--- config.mk ---
export PLATFORM = sky130hd
export DESIGN_NAME = fenwick_cfg
export DESIGN_NICKNAME = d
export VERILOG_FILES = /design/src/hdl/fenwick_pkg.sv /design/src/hdl/fenwick_cfg.sv
export SDC_FILE = /design/constraint.sdc
export NUM_CORES = 1
export LEC_CHECK = 0
export BUFFER_PORTS_ARGS = -buffer_cell sky130_fd_sc_hd__clkbuf_2
export CAP_MARGIN = 5
export CORE_MARGIN = 2
export CORE_UTILIZATION = 31
export DETAILED_ROUTE_END_ITERATION = 10
export GPL_TIMING_DRIVEN = 0
export HOLD_SLACK_MARGIN = 0.12
export PLACE_DENSITY = 0.76
export SETUP_SLACK_MARGIN = 0.05
export SLEW_MARGIN = 10
export SYNTH_ARGS = -nofsm -noshare
export SYNTH_HDL_FRONTEND = slang
export SYNTH_SLANG_ARGS = --single-unit
--- constraint.sdc ---
create_clock -name clk -period 1.1 [get_ports clk]
set_clock_uncertainty 0.2 [all_clocks]
set_input_delay 0.22 -clock clk [delete_from_list [all_inputs] [get_ports clk]]
set_output_delay 0.22 -clock clk [all_outputs]
set_load 0.01 [all_outputs]
--- src/hdl/fenwick_pkg.sv ---
package fenwick_pkg;

    localparam int MAX_POSITIONS = 1024;
    localparam int ADDR_W        = $clog2(MAX_POSITIONS);
    localparam int POS_W         = 11;
    localparam int WALK_W        = POS_W + 1;
    localparam int DATA_W        = 32;
    localparam int SIZE_W        = 11;

    localparam logic [SIZE_W-1:0] ACTIVE_SIZE_RESET = SIZE_W'(10);
    localparam logic [SIZE_W-1:0] SIZE_CAP          = SIZE_W'(MAX_POSITIONS);

    typedef enum logic [1:0] {
        OP_ADD    = 2'd0,
        OP_PREFIX = 2'd1,
        OP_RANGE  = 2'd2,
        OP_CLEAR  = 2'd3
    } op_t;

    typedef enum logic [2:0] {
        ST_CLEAR,
        ST_IDLE,
        ST_ADD_RD,
        ST_ADD_WR,
        ST_WALK,
        ST_DONE
    } state_t;

    typedef struct packed {
        logic [DATA_W-1:0] delta;
        logic [POS_W-1:0]  low_end;
        logic [POS_W-1:0]  position;
        op_t               operation;
    } item_t;

    typedef struct packed {
        logic              status;
        logic [DATA_W-1:0] sum;
    } result_t;

    function automatic logic [WALK_W-1:0] low_bit(input logic [WALK_W-1:0] v);
        return v & (~v + WALK_W'(1));
    endfunction

endpackage

--- src/hdl/fenwick_cfg.sv ---
module fenwick_cfg
    import fenwick_pkg::*;
(
    input  logic              clk,
    input  logic              rst_n,
    input  logic              psel,
    input  logic              penable,
    input  logic              pwrite,
    input  logic [2:0]        paddr,
    input  logic [31:0]       pwdata,
    output logic [31:0]       prdata,
    output logic              pready,
    output logic [SIZE_W-1:0] eff_size
);

    logic [SIZE_W-1:0] active_size_reg;
    logic              wr_en;

    // paddr[2] is the register index; byte lanes are ignored
    assign wr_en  = psel && penable && pwrite && (paddr[2] == 1'b0);
    assign pready = 1'b1;

    always_ff @(posedge clk or negedge rst_n)
    begin
        if (!rst_n)
        begin
            active_size_reg <= ACTIVE_SIZE_RESET;
        end
        else if (wr_en)
        begin
            active_size_reg <= pwdata[SIZE_W-1:0];
        end
    end

    always_comb
    begin
        prdata = '0;
        if (paddr[2] == 1'b0)
        begin
            prdata = {{(32-SIZE_W){1'b0}}, active_size_reg};
        end
    end

    assign eff_size = (active_size_reg > SIZE_CAP) ? SIZE_CAP : active_size_reg;

endmodule

==> out/results.ini <==
[clocking]
htree_levels = 1
tritoncts = done
cts_hold_repair.buffers = 1
ctsLongestPathBuffers = 2
tritoncts.num_buffers = 3
clk_root_buffer_cell = sky130_fd_sc_hd__clkbuf_4
clock-sinks = 11
cts.clk_slew.worst_paths_ps = 70
insertion_delay_ps = 260

[route]
drt_iter0_markers = 0
dr_total_vias = 646
wl_per_cell_um = 10.1
detailedRoute.firstPassIterationCount = 1
antenna_violating_nets_post_route = 0
route.detailed.drc = 0
routed_wl_mm = 1.77
via_per_inst = 3.69

[floorplanning]
start_util = 0.322
ios = 84
dieArea_um2 = 2970
rows = 18
floorplan.core_area_um2 = 2450
die_w_um = 54.5
chipHeight_um = 54.5

[final_layout]
nNetsFinal = 186
post_route_cells_drive_above_1_share = 0.717
layout.cells.non_filler = 175
syn_to_final_growth_pct = 70.3
antenna_cells_inserted = 0
largest_reg_flops = 11
design_area_um2 = 1350

[global_routing]
first_global_vias = 600
globalRoute.totalOverflow = 0
wire_length_of_the_first_global_routing_pass_mm = 2.66
grt_antenna_before_repair = 0
gr-usage-all-layers = 0.126
grt_start_max_net_pins = 12

[synthesis]
synth_edf_count = 0
post_synth.cell_area_avg_um2 = 11.0
synth.top_cells.by_area = sky130_fd_sc_hd__dfrtp_1 (28%), sky130_fd_sc_hd__buf_4 (21%), sky130_fd_sc_hd__mux2_4 (19%)
count_of_state_elements_after_synthesis = 11
synth-warning-count = 0
top_cell_type_s_share_of_synthesized_area = 0.285
ys.flop_type = sky130_fd_sc_hd__dfrtp_1
register_area_share_after_synthesis = 0.351
async_reset_ff_frac = 1.00
ys_top_cells_by_count = sky130_fd_sc_hd__buf_4 (22), sky130_fd_sc_hd__nor2b_1 (20), sky130_fd_sc_hd__mux2_4 (10), sky130_fd_sc_hd__dfrtp_1 (9), sky130_fd_sc_hd__clkbuf_1 (3)
synth_area_um2 = 791
synth_area_leader_cell = sky130_fd_sc_hd__dfrtp_1
yosys.cell_count.top_type = sky130_fd_sc_hd__buf_4
synthCells = 72
yosys.cell_types.count = 11

[power]
p_leak_nw = 0.789
clockPowerShare = 0.148
power_report.internal_total_w = 0.00125
share_comb_of_total_power = 0.528
maximum_ir_drop_on_the_vdd_rail_mv = 0.860
cellPowerDensity_nw_per_um2 = 1330
power.sequential.fraction = 0.324
p_sw_w = 0.000538
sw_frac_of_total = 0.301

[setup_path]
critical_setup_path_kind = reg -> out
r2r_start = active_size_reg[6]
crit_path_start_kind = register
critPathMaxFanout = 10
timing.critical_path.required_ps = 680
worst_ep_arrival_time_ps = 1080
crit_start = active_size_reg[10]
crit_path_end_kind = primary output

[timing]
final.setup.worst_slack_ps = -405
setup_tns_ps = -7210
final-max-slew-violation-count = 0
unrepaired_setup_endpoints_after_global_routing = true
max_clock_freq_mhz = 665
hold_ws_ps = -19.1
setup_viol = 25
min_period_over_period = 1.37
hold_violations = 8
final.min_clock_period_ps = 1500

[min_path]
timing.hold.worst.class = in -> reg
min_from = pwdata[9]

[place]
place.detailed.hpwl_mm = 1.34
gp_congestion = 0.584
portBuffers = 38
dpl_cell_area_um2 = 1140
placed_cells_incl_taps = 160

[run_status]
outcome = finished with violations
violations = negative hold slack, negative setup slack

[flow_run]
cap_violations = 0

[per-layer routing]
layer / track usage / part of all wire / vias to the layer above
met5: 0 / 0 / -
met4: 0.0250 / 0 / 0
met3: 0.0410 / 0.088 / 0
met2: 0.235 / 0.52 / 39
met1: 0.139 / 0.39 / 281
li1: - / - / 326
[path summary, 6_finish.rpt]
| check | end | slack (ps) | depth (start not counted) |
|---|---|---|---|
| worst max-delay path | prdata[10] | -400 | 3 |
| worst min-delay path | active_size_reg[9] | -20 | 2 |
| worst max register to register | active_size_reg[6] | -80 | 3 |
| worst min register to register | active_size_reg[5] | 320 | 1 |
| max in group asynchronous | active_size_reg[1] | 260 | 2 |
| min in group asynchronous | active_size_reg[8] | 160 | 2 |
[metrics by stage]
step,power (W),util,setup WS [ps]
floorplan,0.00105,-,-59.5
global placement,0.00126,0.464,-378
finish,0.00179,0.548,-405
global route,0.00192,0.548,-457
CTS,0.00163,0.497,-427
detailed placement,0.00128,0.464,-396
[layout make-up]
cell class | count | area, µm²
Fill cell | 233 | 1110
Timing Repair Buffer | 49 | 339
Clock buffer | 4 | 26.3
Sequential cell | 11 | 278
Multi-Input combinational cell | 55 | 465
Buffer | 26 | 200
Tap cell | 30 | 37.5
[critical path, cell delays in order (launching register included)]
cell	delay, ps
sky130_fd_sc_hd__dfrtp_1	400
sky130_fd_sc_hd__buf_8	160
sky130_fd_sc_hd__and2b_1	150
sky130_fd_sc_hd__clkbuf_2	120
[logic make-up (layout without fill, tap and decap cells)]
| group | count (synthesis) | after routing | share of synthesized area |
|---|---|---|---|
| buffers and inverters | 26 | 79 | 0.237 |
| DFF | 11 | 11 | 0.351 |
| muxes | 11 | 11 | 0.204 |
| other | 2 | 22 | 0.00950 |
| and+or+nand+nor | 22 | 22 | 0.198 |
[power groups by stage]
stage          Sequential, W  Combinational [W]  Clock, W
5_1_grt             0.000591            0.00103  0.000300
6_report            0.000578           0.000945  0.000264
3_3_place_gp        0.000569           0.000691         0
2_1_floorplan       0.000556           0.000497         0
3_5_place_dp        0.000580           0.000702         0
4_1_cts             0.000566           0.000784  0.000277
[cell usage in the layout, fill, tap and decap left out]
| master | instances |
|---|---|
| sky130_fd_sc_hd__dfstp_2 | 2 |
| sky130_fd_sc_hd__dfrtp_1 | 9 |
| sky130_fd_sc_hd__clkbuf_2 | 23 |
| sky130_fd_sc_hd__nor2b_4 | 6 |
| sky130_fd_sc_hd__mux2_2 | 1 |
| sky130_fd_sc_hd__buf_8 | 1 |
| sky130_fd_sc_hd__clkbuf_4 | 3 |
| sky130_fd_sc_hd__nor2b_2 | 8 |
| sky130_fd_sc_hd__buf_6 | 14 |
| sky130_fd_sc_hd__buf_4 | 25 |
| sky130_fd_sc_hd__conb_1 | 22 |
| sky130_fd_sc_hd__buf_2 | 10 |
| sky130_fd_sc_hd__clkbuf_1 | 2 |
| sky130_fd_sc_hd__nand4b_4 | 1 |
| sky130_fd_sc_hd__mux2_4 | 10 |
| sky130_fd_sc_hd__nor2b_1 | 6 |
| sky130_fd_sc_hd__and2b_1 | 1 |
| sky130_fd_sc_hd__dlygate4sd3_1 | 1 |
[repair_timing]
action | CTS | global route
gates resized for setup | 1 | 34
setup endpoints to repair | 23 | 28
hold endpoints to repair | 22 | 11
setup buffers | 6 | 8
No activity file was read; power rests on OpenSTA's default activity.
