**config.mk**
```make
export PLATFORM = sky130hd
export DESIGN_NAME = fenwick_engine
export DESIGN_NICKNAME = d
export VERILOG_FILES = /design/src/hdl/fenwick_pkg.sv /design/src/hdl/fenwick_engine.sv
export SDC_FILE = /design/constraint.sdc
export NUM_CORES = 1
export LEC_CHECK = 0
export BUFFER_PORTS_ARGS = -buffer_cell sky130_fd_sc_hd__buf_2
export CORE_ASPECT_RATIO = 1.25
export CORE_MARGIN = 1.5
export CORE_UTILIZATION = 45
export CTS_BUF_LIST = sky130_fd_sc_hd__clkbuf_8
export DETAILED_ROUTE_END_ITERATION = 10
export PLACE_DENSITY = 0.67
export SKIP_LAST_GASP = 1
export SYNTH_ARGS = -nofsm -noshare
export SYNTH_HDL_FRONTEND = slang
export SYNTH_SLANG_ARGS = --single-unit
export TNS_END_PERCENT = 5
```
**constraint.sdc**
```tcl
create_clock -name clk -period 12.5 [get_ports clk]
set_input_delay 3.75 -clock clk [delete_from_list [all_inputs] [get_ports clk]]
set_output_delay 3.75 -clock clk [all_outputs]
set_load 0.01 [all_outputs]
```
**src/hdl/fenwick_pkg.sv**
```systemverilog
package fenwick_pkg;

    localparam int MAX_POSITIONS = 1024;
    localparam int ADDR_W        = $clog2(MAX_POSITIONS);
    localparam int POS_W         = 11;
    localparam int WALK_W        = POS_W + 1;
    localparam int DATA_W        = 32;
    localparam int SIZE_W        = 11;

    localparam logic [SIZE_W-1:0] ACTIVE_SIZE_RESET = SIZE_W'(10);
    localparam logic [SIZE_W-1:0] SIZE_CAP          = SIZE_W'(MAX_POSITIONS);

    typedef enum logic [1:0] {
        OP_ADD    = 2'd0,
        OP_PREFIX = 2'd1,
        OP_RANGE  = 2'd2,
        OP_CLEAR  = 2'd3
    } op_t;

    typedef enum logic [2:0] {
        ST_CLEAR,
        ST_IDLE,
        ST_ADD_RD,
        ST_ADD_WR,
        ST_WALK,
        ST_DONE
    } state_t;

    typedef struct packed {
        logic [DATA_W-1:0] delta;
        logic [POS_W-1:0]  low_end;
        logic [POS_W-1:0]  position;
        op_t               operation;
    } item_t;

    typedef struct packed {
        logic              status;
        logic [DATA_W-1:0] sum;
    } result_t;

    function automatic logic [WALK_W-1:0] low_bit(input logic [WALK_W-1:0] v);
        return v & (~v + WALK_W'(1));
    endfunction

endpackage

```
**src/hdl/fenwick_engine.sv**
```systemverilog
module fenwick_engine
    import fenwick_pkg::*;
(
    input  logic              clk,
    input  logic              rst_n,
    input  logic [SIZE_W-1:0] eff_size,
    input  logic              in_valid,
    output logic              in_ready,
    input  item_t             item,
    output logic              out_valid,
    input  logic              out_ready,
    output result_t           result,
    output logic              mem_we,
    output logic [ADDR_W-1:0] mem_waddr,
    output logic [DATA_W-1:0] mem_wdata,
    output logic              mem_re,
    output logic [ADDR_W-1:0] mem_raddr,
    input  logic [DATA_W-1:0] mem_rdata
);

    state_t              state_reg, state_next;
    logic [WALK_W-1:0]   p_reg, p_next;
    logic [POS_W-1:0]    lo_reg, lo_next;
    logic                second_reg, second_next;
    logic                sub_reg, sub_next;
    logic                pend_reg, pend_next;
    logic [DATA_W-1:0]   acc_reg, acc_next;
    logic [DATA_W-1:0]   delta_reg, delta_next;
    logic                status_reg, status_next;
    logic [ADDR_W-1:0]   clr_addr_reg, clr_addr_next;
    logic                clr_reply_reg, clr_reply_next;
    logic                out_valid_reg, out_valid_next;
    result_t             out_reg, out_next;

    logic                accept;
    logic                pos_ok;
    logic                lo_ok;
    logic [WALK_W-1:0]   p_up;
    logic [WALK_W-1:0]   p_down;
    logic [ADDR_W-1:0]   p_addr;
    logic                clr_last;
    logic                out_free;

    function automatic logic in_bounds(input logic [POS_W-1:0] p, input logic [SIZE_W-1:0] n);
        return (p != '0) && (p <= n);
    endfunction

    assign accept    = in_valid && (state_reg == ST_IDLE);
    assign pos_ok    = in_bounds(item.position, eff_size);
    assign lo_ok     = in_bounds(item.low_end, eff_size);
    assign p_up      = p_reg + low_bit(p_reg);
    assign p_down    = p_reg - low_bit(p_reg);
    // position p lives at address p-1
    assign p_addr    = ADDR_W'(p_reg - WALK_W'(1));
    assign clr_last  = (clr_addr_reg == ADDR_W'(MAX_POSITIONS - 1));
    assign out_free  = !out_valid_reg || out_ready;

    // next state
    always_comb
    begin
        state_next = state_reg;
        unique case (state_reg)
            ST_CLEAR:
            begin
                if (clr_last)
                begin
                    state_next = clr_reply_reg ? ST_DONE : ST_IDLE;
                end
            end
            ST_IDLE:
            begin
                if (in_valid)
                begin
                    unique case (item.operation)
                        OP_ADD:    state_next = pos_ok ? ST_ADD_RD : ST_DONE;
                        OP_PREFIX: state_next = pos_ok ? ST_WALK : ST_DONE;
                        OP_RANGE:  state_next = (pos_ok && lo_ok) ? ST_WALK : ST_DONE;
                        OP_CLEAR:  state_next = ST_CLEAR;
                    endcase
                end
            end
            ST_ADD_RD:
            begin
                state_next = ST_ADD_WR;
            end
            ST_ADD_WR:
            begin
                state_next = (p_up <= {1'b0, eff_size}) ? ST_ADD_RD : ST_DONE;
            end
            ST_WALK:
            begin
                if ((p_reg == '0) && !pend_reg && !second_reg)
                begin
                    state_next = ST_DONE;
                end
            end
            ST_DONE:
            begin
                if (out_free)
                begin
                    state_next = ST_IDLE;
                end
            end
        endcase
    end

    // datapath and memory controls
    always_comb
    begin
        p_next         = p_reg;
        lo_next        = lo_reg;
        second_next    = second_reg;
        sub_next       = sub_reg;
        pend_next      = pend_reg;
        acc_next       = acc_reg;
        delta_next     = delta_reg;
        status_next    = status_reg;
        clr_addr_next  = clr_addr_reg;
        clr_reply_next = clr_reply_reg;
        out_valid_next = out_valid_reg && !out_ready;
        out_next       = out_reg;
        mem_we         = 1'b0;
        mem_waddr      = p_addr;
        mem_wdata      = mem_rdata + delta_reg;
        mem_re         = 1'b0;
        mem_raddr      = p_addr;
        in_ready       = (state_reg == ST_IDLE);

        unique case (state_reg)
            ST_CLEAR:
            begin
                mem_we        = 1'b1;
                mem_waddr     = clr_addr_reg;
                mem_wdata     = '0;
                clr_addr_next = clr_addr_reg + ADDR_W'(1);
            end
            ST_IDLE:
            begin
                if (accept)
                begin
                    p_next         = {1'b0, item.position};
                    lo_next        = item.low_end - POS_W'(1);
                    second_next    = (item.operation == OP_RANGE);
                    sub_next       = 1'b0;
                    pend_next      = 1'b0;
                    acc_next       = '0;
                    delta_next     = item.delta;
                    clr_addr_next  = '0;
                    clr_reply_next = 1'b1;
                    unique case (item.operation)
                        OP_ADD:    status_next = !pos_ok;
                        OP_PREFIX: status_next = !pos_ok;
                        OP_RANGE:  status_next = !(pos_ok && lo_ok);
                        OP_CLEAR:  status_next = 1'b0;
                    endcase
                end
            end
            ST_ADD_RD:
            begin
                mem_re = 1'b1;
            end
            ST_ADD_WR:
            begin
                mem_we = 1'b1;
                p_next = p_up;
            end
            ST_WALK:
            begin
                // reads are issued back to back; data lands in the next cycle
                if (p_reg != '0)
                begin
                    mem_re    = 1'b1;
                    p_next    = p_down;
                    pend_next = 1'b1;
                end
                else
                begin
                    pend_next = 1'b0;
                    if (!pend_reg && second_reg)
                    begin
                        p_next      = {1'b0, lo_reg};
                        second_next = 1'b0;
                        sub_next    = 1'b1;
                    end
                end
                if (pend_reg)
                begin
                    acc_next = sub_reg ? (acc_reg - mem_rdata) : (acc_reg + mem_rdata);
                end
            end
            ST_DONE:
            begin
                if (out_free)
                begin
                    out_valid_next = 1'b1;
                    out_next.sum   = acc_reg;
                    out_next.status = status_reg;
                end
            end
        endcase
    end

    always_ff @(posedge clk or negedge rst_n)
    begin
        if (!rst_n)
        begin
            state_reg     <= ST_CLEAR;
            clr_addr_reg  <= '0;
            clr_reply_reg <= 1'b0;
            out_valid_reg <= 1'b0;
            second_reg    <= 1'b0;
            pend_reg      <= 1'b0;
        end
        else
        begin
            state_reg     <= state_next;
            clr_addr_reg  <= clr_addr_next;
            clr_reply_reg <= clr_reply_next;
            out_valid_reg <= out_valid_next;
            second_reg    <= second_next;
            pend_reg      <= pend_next;
        end
    end

    always_ff @(posedge clk)
    begin
        p_reg      <= p_next;
        lo_reg     <= lo_next;
        sub_reg    <= sub_next;
        acc_reg    <= acc_next;
        delta_reg  <= delta_next;
        status_reg <= status_next;
        out_reg    <= out_next;
    end

    assign out_valid = out_valid_reg;
    assign result    = out_reg;

endmodule

```
==> impl_metrics.ini <==
[detailed_routing]
drc = 0
num_vias = 9189
drtAntennaViolNets = 0
totalWireLength_mm = 28.0
initialDrtViolationCount = 475
viasPerCell = 5.70
avgRoutedWirePerCell_um = 17.4
drt_first_pass_iters = 5

[clock_network]
h-tree-depth = 4
cts_setup_buffers = 0
ctsResizeCount = 0
clock-sinks = 139
clk_latency_ps = 460
clockRootBuffer = clkbuf_8
path_clk_slew_ps = 80
numCtsBuffers = 17
cts_tree = done
clockBufferDepth = 2
cts_hold_buf = 0

[yosys]
ys_ff_latch = 139
syn_nets = 1330
yosysUniqueCellTypes = 72
avgSynthCellArea_um2 = 9.46
yosys-top-cells-area = edfxtp_1 35%, ha_1 13%, xnor2_1 5.1%
async_reset_ff_share_pct = 12.2
synth.yosys.warnings = 0
synth_edf_count = 122
synth_area_um2 = 10600
postSynthCellCount = 1118
synth_top_area_share_pct = 34.7
yosys.area.top_type = edfxtp_1
synth-main-ff-cell = edfxtp_1
ys_seq_area_share_pct = 38.7

[grt]
grt_pass1_vias = 8871
antenna_found_initial = 4
grt_pass1_wl_mm = 43.9
grt_max_degree = 57
overflow = 0
grt.total_usage_pct = 22.9

[job]
drv_cap = 0

[setup_path]
cp.required_ps = 8750
r2r-start = p_reg[0]
reg2reg_to = state_reg[2]
rr_worst_depth = 16
critical_path.max_fanout = 6
rrSetupSlack_ps = 8170
startpoint_type = input pin
criticalPathCategory = input pin to output port
arrival_ps = 6650
crit_path_end_kind = output port
cp-startpoint = mem_rdata[0]

[final_layout]
fin_util_pct = 53.4
layout_commonest_cell = buf_2
nets = 1519
fin_cells = 1611
layout-drive-gt1-share_pct = 19.1
mostFrequentLayoutCells = 191 x buf_2, 128 x nor2_1, 122 x edfxtp_1, 107 x ha_1, 86 x a21oi_1
largest_reg_flops = 33
stdcell_area_um2 = 12300
syn2layout_area_growth_pct = 16.4
fillers = 2121

[placement]
hpwlAfterDp_mm = 22.0
port_buffers = 191
dp.cells = 1576
dpl_cell_area_um2 = 11900
gp_congestion = 0.951

[timing]
rsz0062_at_grt = false
fmax_ghz = 0.0961
holdWs_ps = 426
hold_viol_final = 0
setup_viol = 0
skew_ps = 19.3
maxSlewHeadroom_pct = 28.8
fin_crit_ps = 10400
fin_tns_setup_ps = 0
period_share_pct = 83.2
final_max_slew_viol_count = 0
worst_slew_pin_slew_ps = 1070

[min_path]
worstHoldPathType = flop to flop
hold_depth = 0
min_to = result[32]
hold_start = status_reg

[die]
core_um2 = 23000
rows = 62
num_io_pins = 192
start_util_pct = 45.9
die_x_um = 140
die_area_um2 = 24400
dieHeight_um = 174

[power_and_ir_drop]
power_density_nw_per_um2 = 239
ir_worst_vdd_mv = 0.0910
leakagePower_uw = 0.00531

[run_status]
status = completed
area by class of cell:
cell class	count	area, µm²	share of cell area (%)
Multi-Input combinational cell	896	6190	50.3
Sequential cell	139	4090	33.2
Timing Repair Buffer	198	1010	8.20
Tap cell	288	360	2.93
Clock buffer	17	234	1.90
Inverter	55	206	1.68
Clock inverter	14	204	1.66
Antenna cell	4	10.0	0.0814
worst max-delay path: stages:
cell       delay (ps)
buf_2             130
ha_1              180
inv_1              50
fa_1              380
nor2b_1           200
o31a_1            200
o2111ai_1         180
a21boi_0          600
o21ai_0           270
a31oi_1           320
nor3_1             80
nor3_1            160
buf_2             150
where the power goes:
group | internal [µW] | leakage (µW) | switching, µW
Clock | 234 | 0.000222 | 184
Combinational | 657 | 0.00372 | 1000
Sequential | 736 | 0.00137 | 124
Total | 1630 | 0.00531 | 1310
routing by layer:
layer,global-route usage (%),up-vias,part of all wire (%)
met3,3.39,60,5.2
met1,27.6,4299,42
li1,-,4545,-
met2,40.3,285,49
met5,0,-,0
met4,10.1,0,3.3
cell families (layout without fill, tap and decap cells):
group	Yosys count	count (layout)	share of synthesized area, %
muxes	9	9	0.888
buffers and inverters	83	284	2.96
and+or+nand+nor	386	386	18.0
adders and majority gates	109	109	13.0
other	0	4	0
AOI/OAI and AO/OA	298	298	18.5
DFF	139	139	38.7
xor gates and xnor gates	94	94	7.86
metrics by stage:
stage	power [µW]	setup slack, ps
4_1_cts	2940	2060
5_1_grt	3150	1880
6_report	2940	2100
3_5_place_dp	2510	2070
2_1_floorplan	2010	2930
3_3_place_gp	2480	2100
worst max-delay path by stage:
stage,endpoint,slack (ps),cells past startpoint
2_1_floorplan,mem_wdata[28],2930,11
3_3_place_gp,mem_wdata[28],2100,13
3_5_place_dp,mem_wdata[28],2070,13
4_1_cts,mem_wdata[28],2060,13
5_1_grt,mem_wdata[30],1880,13
6_report,mem_wdata[28],2100,13
Yosys cell counts, types with 11 or more instances:
library cell,number
nor2_1,129
edfxtp_1,122
ha_1,107
a21oi_1,86
nand2_1,82
xnor2_1,61
inv_1,55
o21ai_0,49
nor3_1,40
xor2_1,32
a21o_1,31
nand3_1,26
a31oi_1,25
clkbuf_1,24
o21a_1,22
dfrtp_1,17
nand4_1,16
a211oi_1,12
nand2b_1,12
nor2b_1,12
or3_1,12
and3_1,11
Power figures use the tool's default switching activity.
